`config.mk`:
```
export PLATFORM = sky130hd
export DESIGN_NAME = obm_ctrl
export DESIGN_NICKNAME = d
export VERILOG_FILES = /design/src/obm_pkg.sv /design/src/obm_ctrl.sv
export SDC_FILE = /design/constraint.sdc
export NUM_CORES = 1
export LEC_CHECK = 0
export BUFFER_PORTS_ARGS = -buffer_cell sky130_fd_sc_hd__buf_2
export CAP_MARGIN = 10
export CORE_AREA = 5 5 42 44
export CTS_BUF_LIST = sky130_fd_sc_hd__clkbuf_8
export DETAILED_ROUTE_END_ITERATION = 10
export DIE_AREA = 0 0 47 49
export HOLD_SLACK_MARGIN = 0.15
export SLEW_MARGIN = 10
export SYNTH_ARGS = -nofsm -noshare
export SYNTH_HDL_FRONTEND = slang
export SYNTH_SLANG_ARGS = --single-unit
```
`constraint.sdc`:
```
create_clock -name clk -period 1.1 [get_ports clk]
set_clock_uncertainty 0.05 [all_clocks]
set_input_delay 0 -clock clk [delete_from_list [all_inputs] [get_ports clk]]
set_output_delay 0 -clock clk [all_outputs]
set_load 0.01 [all_outputs]
```
`src/obm_pkg.sv`:
```
// ----------------------------------------------------------------------------
// obm_pkg
// Shared types, codes and defaults of the limit order book matcher.
// ----------------------------------------------------------------------------
package obm_pkg;

  // Default number of resting order slots.
  localparam int ORDER_SLOTS_DEF = 32;

  // Command codes.
  localparam logic CMD_ADD    = 1'b0;
  localparam logic CMD_CANCEL = 1'b1;

  // Side codes.
  localparam logic SIDE_BUY  = 1'b0;
  localparam logic SIDE_SELL = 1'b1;

  // Result kinds.
  localparam logic KIND_TRADE  = 1'b0;
  localparam logic KIND_STATUS = 1'b1;

  // Controller states.
  typedef enum logic [2:0] {
    ST_IDLE,
    ST_START,
    ST_SCAN,
    ST_DECIDE,
    ST_REST,
    ST_OUT
  } obm_state_t;

  // One input item.
  typedef struct packed {
    logic        cmd;
    logic [31:0] order_ident;
    logic        side;
    logic [31:0] limit_price;
    logic [31:0] quantity_in;
  } obm_in_item_t;

  // One result item.
  typedef struct packed {
    logic        kind;
    logic [31:0] buy_ident;
    logic [31:0] sell_ident;
    logic [31:0] trade_price;
    logic [31:0] trade_quantity;
    logic        rested;
    logic        book_full;
    logic        cancelled;
    logic        last;
  } obm_out_item_t;

  // Commands from the controller to the datapath.
  typedef struct packed {
    logic latch;
    logic scan_start;
    logic scan_step;
    logic fill;
    logic cancel_done;
    logic rest;
  } obm_cmd_t;

  // Status from the datapath to the controller.
  typedef struct packed {
    logic is_cancel;
    logic add_done;
    logic found;
    logic scan_last;
    logic out_last;
  } obm_sts_t;

endpackage

```
`src/obm_ctrl.sv`:
```
// ----------------------------------------------------------------------------
// obm_ctrl
// Controller state machine: sequences scans, fills, resting and output.
// ----------------------------------------------------------------------------
module obm_ctrl (
  input  logic              clk,
  input  logic              rst_n,
  input  logic              in_valid,
  output logic              in_ready,
  output logic              out_valid,
  input  logic              out_ready,
  input  obm_pkg::obm_sts_t sts,
  output obm_pkg::obm_cmd_t cmd
);
  import obm_pkg::*;

  obm_state_t state_r, state_nxt;

  // State register.
  always_ff @(posedge clk) begin
    if (!rst_n) begin
      state_r <= ST_IDLE;
    end else begin
      state_r <= state_nxt;
    end
  end

  // Next state.
  always_comb begin
    state_nxt = state_r;
    case (state_r)
      ST_IDLE: begin
        if (in_valid) state_nxt = ST_START;
      end
      ST_START: begin
        if (!sts.is_cancel && sts.add_done) state_nxt = ST_REST;
        else state_nxt = ST_SCAN;
      end
      ST_SCAN: begin
        if (sts.scan_last) state_nxt = ST_DECIDE;
      end
      ST_DECIDE: begin
        if (sts.is_cancel || sts.found) state_nxt = ST_OUT;
        else state_nxt = ST_REST;
      end
      ST_REST: state_nxt = ST_OUT;
      ST_OUT: begin
        if (out_ready) state_nxt = sts.out_last ? ST_IDLE : ST_START;
      end
      default: state_nxt = ST_IDLE;
    endcase
  end

  // Outputs.
  always_comb begin
    cmd       = '0;
    in_ready  = 1'b0;
    out_valid = 1'b0;
    case (state_r)
      ST_IDLE: begin
        in_ready  = 1'b1;
        cmd.latch = in_valid;
      end
      ST_START: cmd.scan_start = 1'b1;
      ST_SCAN: cmd.scan_step = 1'b1;
      ST_DECIDE: begin
        cmd.cancel_done = sts.is_cancel;
        cmd.fill        = !sts.is_cancel && sts.found;
      end
      ST_REST: cmd.rest = 1'b1;
      ST_OUT: out_valid = 1'b1;
      default: ;
    endcase
  end

  // An accepted item keeps the input closed until its results are out.
  a_in_closes: assert property (@(posedge clk) disable iff (!rst_n)
    (in_valid && in_ready) |=> !in_ready) else $error("input stayed open");
  a_no_overlap: assert property (@(posedge clk) disable iff (!rst_n)
    !(in_ready && out_valid)) else $error("input open while result pending");
  a_last_ends: assert property (@(posedge clk) disable iff (!rst_n)
    (out_valid && out_ready && sts.out_last) |=> in_ready)
    else $error("status record did not end the command");

endmodule

```
# Yosys cells after proc, flatten, opt, wreduce, memory -nomap -nowiden
# Cells that the tools add are included.
# W data, S select, Z words.
# word_totals
inputBits	9
regBits	3
output_inout_bits	8
# op_classes
n_mux	14
n_reduce_logical	6
n_eq_ne	8
# op_table
cell	count
$pmux W3 S6	1
$mux W3	4
$mux W1	8
$eq A3 B2 Y1 const B	2
$eq A3 B3 Y1 const B	2
$ne A2 B2 Y1 const B	3
$eq A3 B1 Y1 const B	1
$logic_not A3 Y1	1
$reduce_and A3 Y1	1
$logic_and A1 B1 Y1	2
$mux W2	1
$logic_not A1 Y1	1
$logic_or A1 B1 Y1	1

# Longest topological paths before layout
# logic_depth
ltp_word	4
ltp_mapped	5
ltp_nobuf	4

# Worst setup path before layout
# No wires, ideal clock.
# synth_timing
path_kind	register to register
start	register state_r[1]
end	register state_r[0]
path_buffers	1
setup_ns	0.117
slack_ns	0.022
arrival_ns	0.911
path_stages_with_launch	6
cell_sequence	dfxtp_1 > buf_6 > nor3_2 > nand2b_1 > nand4_1 > o21ai_1
# synth_via
elab_chain_cells	3
elab_cells_between_ends	11
classes_between	eq/ne: 8; mux: 1; reduce/logical: 2
# synth_rtl
element	line	text
from (decl)	obm_ctrl.sv:17	obm_state_t state_r, state_nxt;
from (signal assigned)	obm_ctrl.sv:24	state_r <= state_nxt;
$eq A3 B2 Y1 (tied with other cells)	obm_ctrl.sv:31	case (state_r)
$ne A2 B2 Y1 (no source line)	-	
$reduce_and A3 Y1 (no source line)	-	
# Parallel ways exist; a longest one is shown, timed or not.
# A chain may end at the register's enable or synchronous reset.

==> reports/metrics.yaml <==
drive_above_1_share_pct: 55.2
cts_made_buffers: 3
crit_chain: "buf_6 -> nor2b_4 -> and4b_1 -> buf_2"
min_path_cells: 5
grt_pass1_vias: 334
syn_area_um2: 303
grtUsageTotal_pct: 8.16
r2r_cells: 4
ff_latch_area_um2: 71.3
setup_violations: 6
drv_slew: 0
row_count: 14
ys_warn_count: 0
drt-total-wl_um: 854
drv_cap: 0
violations: "setup timing"
synth_seq_cells: 3
stdcell_count: 83
first_pass_iters: 2
via_per_inst: 4.33
final_cell_area_um2: 553
netlist_instances: 39
cp_data_required_time_ps: 1050
ant_nets: 0
cts_tree: "done"
rr_endpoint: "state_r[1]"
overflow: 0
startpoint: "state_r[2]"
power_density_mw_per_mm2: 1630
initial_core_util_pct: 21.6
max_freq_mhz: 866
wire_per_inst_um: 10.3
yosys.area.top_type: "dfxtp_1"
slew_headroom_pct: 88.8
ys_types: 21
grt_pass1_wl_mm: 1.35
crit_slowest_cell: "dfxtp_4"
start_kind: "flop"
clockBufferDepth: 2
slowest_delay_ps: 350
regMostFlops: "state_r"
synth_top_area_share_pct: 19.8
final_nets: 77
crit_path_end_kind: "output port"
core_mm2: 0.00140
synth.avg_cell_area_um2: 7.76
syn_to_final_growth_pct: 82.6
num-fill-cells: 161
cts_sinks: 3
rr_startpoint: "state_r[0]"
drt_iter0_markers: 8
path_clk_slew_ps: 30
hold_class: "in2reg"
min_period_over_period_pct: 105
pre_cts_ws_ps: -30.2
rsz0062_at_grt: "yes"
dpl.hpwl_um: 615
finalWorstSetupSlack_ps: -54.6
reg_top3: "state_r: 3 flops"
worstSetupPathType: "reg2out"
ir_drop_uv: 909
fin_crit_ps: 1150
die-area_mm2: 0.00230
largest_reg_flops: 3
synth-main-ff-cell: "dfxtp_1"
dp_cells: 73
path_max_fanout: 4
synthTopCellsByArea: "dfxtp_1, buf_6, nor2b_1"
min_to: "state_r[0]"
synth-edff-count: 0
place_congestion: 0.751
ioPinCount: 17
cts-root-buf: "clkbuf_8"
vias: 359
p_leak_nw: 0.263
drc: 0
placed_area_um2: 407
synth_fp_nets: 48
die_y_um: 49
insertedDiodeCount: 0
status: "finished, violations left"
critPathArrivalTime_ps: 1100
async_reset_ff_share_pct: 0
min_from: "sts[0]"
post-route-util_pct: 39.5
portBuffers: 16
clk_latency_ps: 210
htreeDepth: 1
yosysMostFrequentCell: "nor2b_1"
ys_seq_area_share_pct: 19.8
multi_input_comb_area_um2: 233
synthTopCellsByCount: "nor2b_1, a21oi_1"
r2r_slack_ps: 40
die_x_um: 47
worst_pin_slew_ps: 167
antenna_found_initial: 0
grt_start_max_net_pins: 11
hold_viol_final: 0
## layout by cell type (no fill, tap or decap), drive strengths merged
master,count
nand4,1
nor2,2
and4b,1
o21ai,5
dfxtp,3
dlygate4sd3,3
a21oi,4
buf,24
clkbuf,3
nor3b,2
inv,1
and2b,1
nand2b,3
nor2b,6
and3,1
nand2,2
nor3,1
and2,3
nand3,1
## critical path, delay by kind of cell, from the launching register on
kind	cells	cell delay, ps
buffers and inverters	2	250
flip-flops	1	350
AND/OR/NAND/NOR	2	280
## cell families (layout without fill, tap and decap cells)
family	after synthesis	after routing	synth area share, %
simple gates	24	24	52.9
buf+inv	3	31	11.2
flops	3	3	19.8
compound gates	9	9	16.1
## final cells by class
type / count / share of cell area [%]
clock inverters: 1 / 0.679
repair buffers: 27 / 33.3
clock buffers: 3 / 7.47
well taps: 16 / 3.62
multi-input cells: 33 / 42.1
flip-flops and latches: 3 / 12.9
## per-layer routing
metal | part of all wire [%] | track usage [%]
met1 | 45 | 10.3
met2 | 46 | 10.9
met5 | 0 | 0
met3 | 9.4 | 4.43
met4 | 0 | 4.15
## power breakdown
part | total (mW) | leakage (nW) | switching [mW] | internal (mW)
clock | 0.310 | 0.0269 | 0.0723 | 0.238
sequential | 0.198 | 0.0267 | 0.0570 | 0.141
combinational | 0.392 | 0.209 | 0.162 | 0.230
total | 0.900 | 0.263 | 0.291 | 0.609
## repair_timing
item	4_1_cts	5_1_grt
resized for setup	10	4
hold buffers	3	0
endpoints found under the setup margin	9	10
pin swaps	1	2
setup buffers	1	2
hold endpoints to repair	3	0
## metrics by stage
| stage | total power [mW] | TNS [ps] | hold WS, ps |
|---|---|---|---|
| after global routing | 0.976 | -612 | 196 |
| after detailed placement | 0.488 | -30.2 | 208 |
| after floorplan | 0.395 | 0 | 71.7 |
| final | 0.900 | -183 | 148 |
| after global placement | 0.486 | -45.5 | 209 |
| after CTS | 0.863 | -252 | 154 |
## worst max path at each step
| stage | endpoint | slack [ps] | cells after the start |
|---|---|---|---|
| floorplan | state_r[0] | 20 | 5 |
| global placement | state_r[1] | -50 | 3 |
| detailed placement | state_r[1] | -30 | 3 |
| CTS | cmd[2] | -60 | 4 |
| global route | cmd[2] | -110 | 4 |
| finish | cmd[2] | -50 | 4 |
No activity file was read; power rests on OpenSTA's default activity.
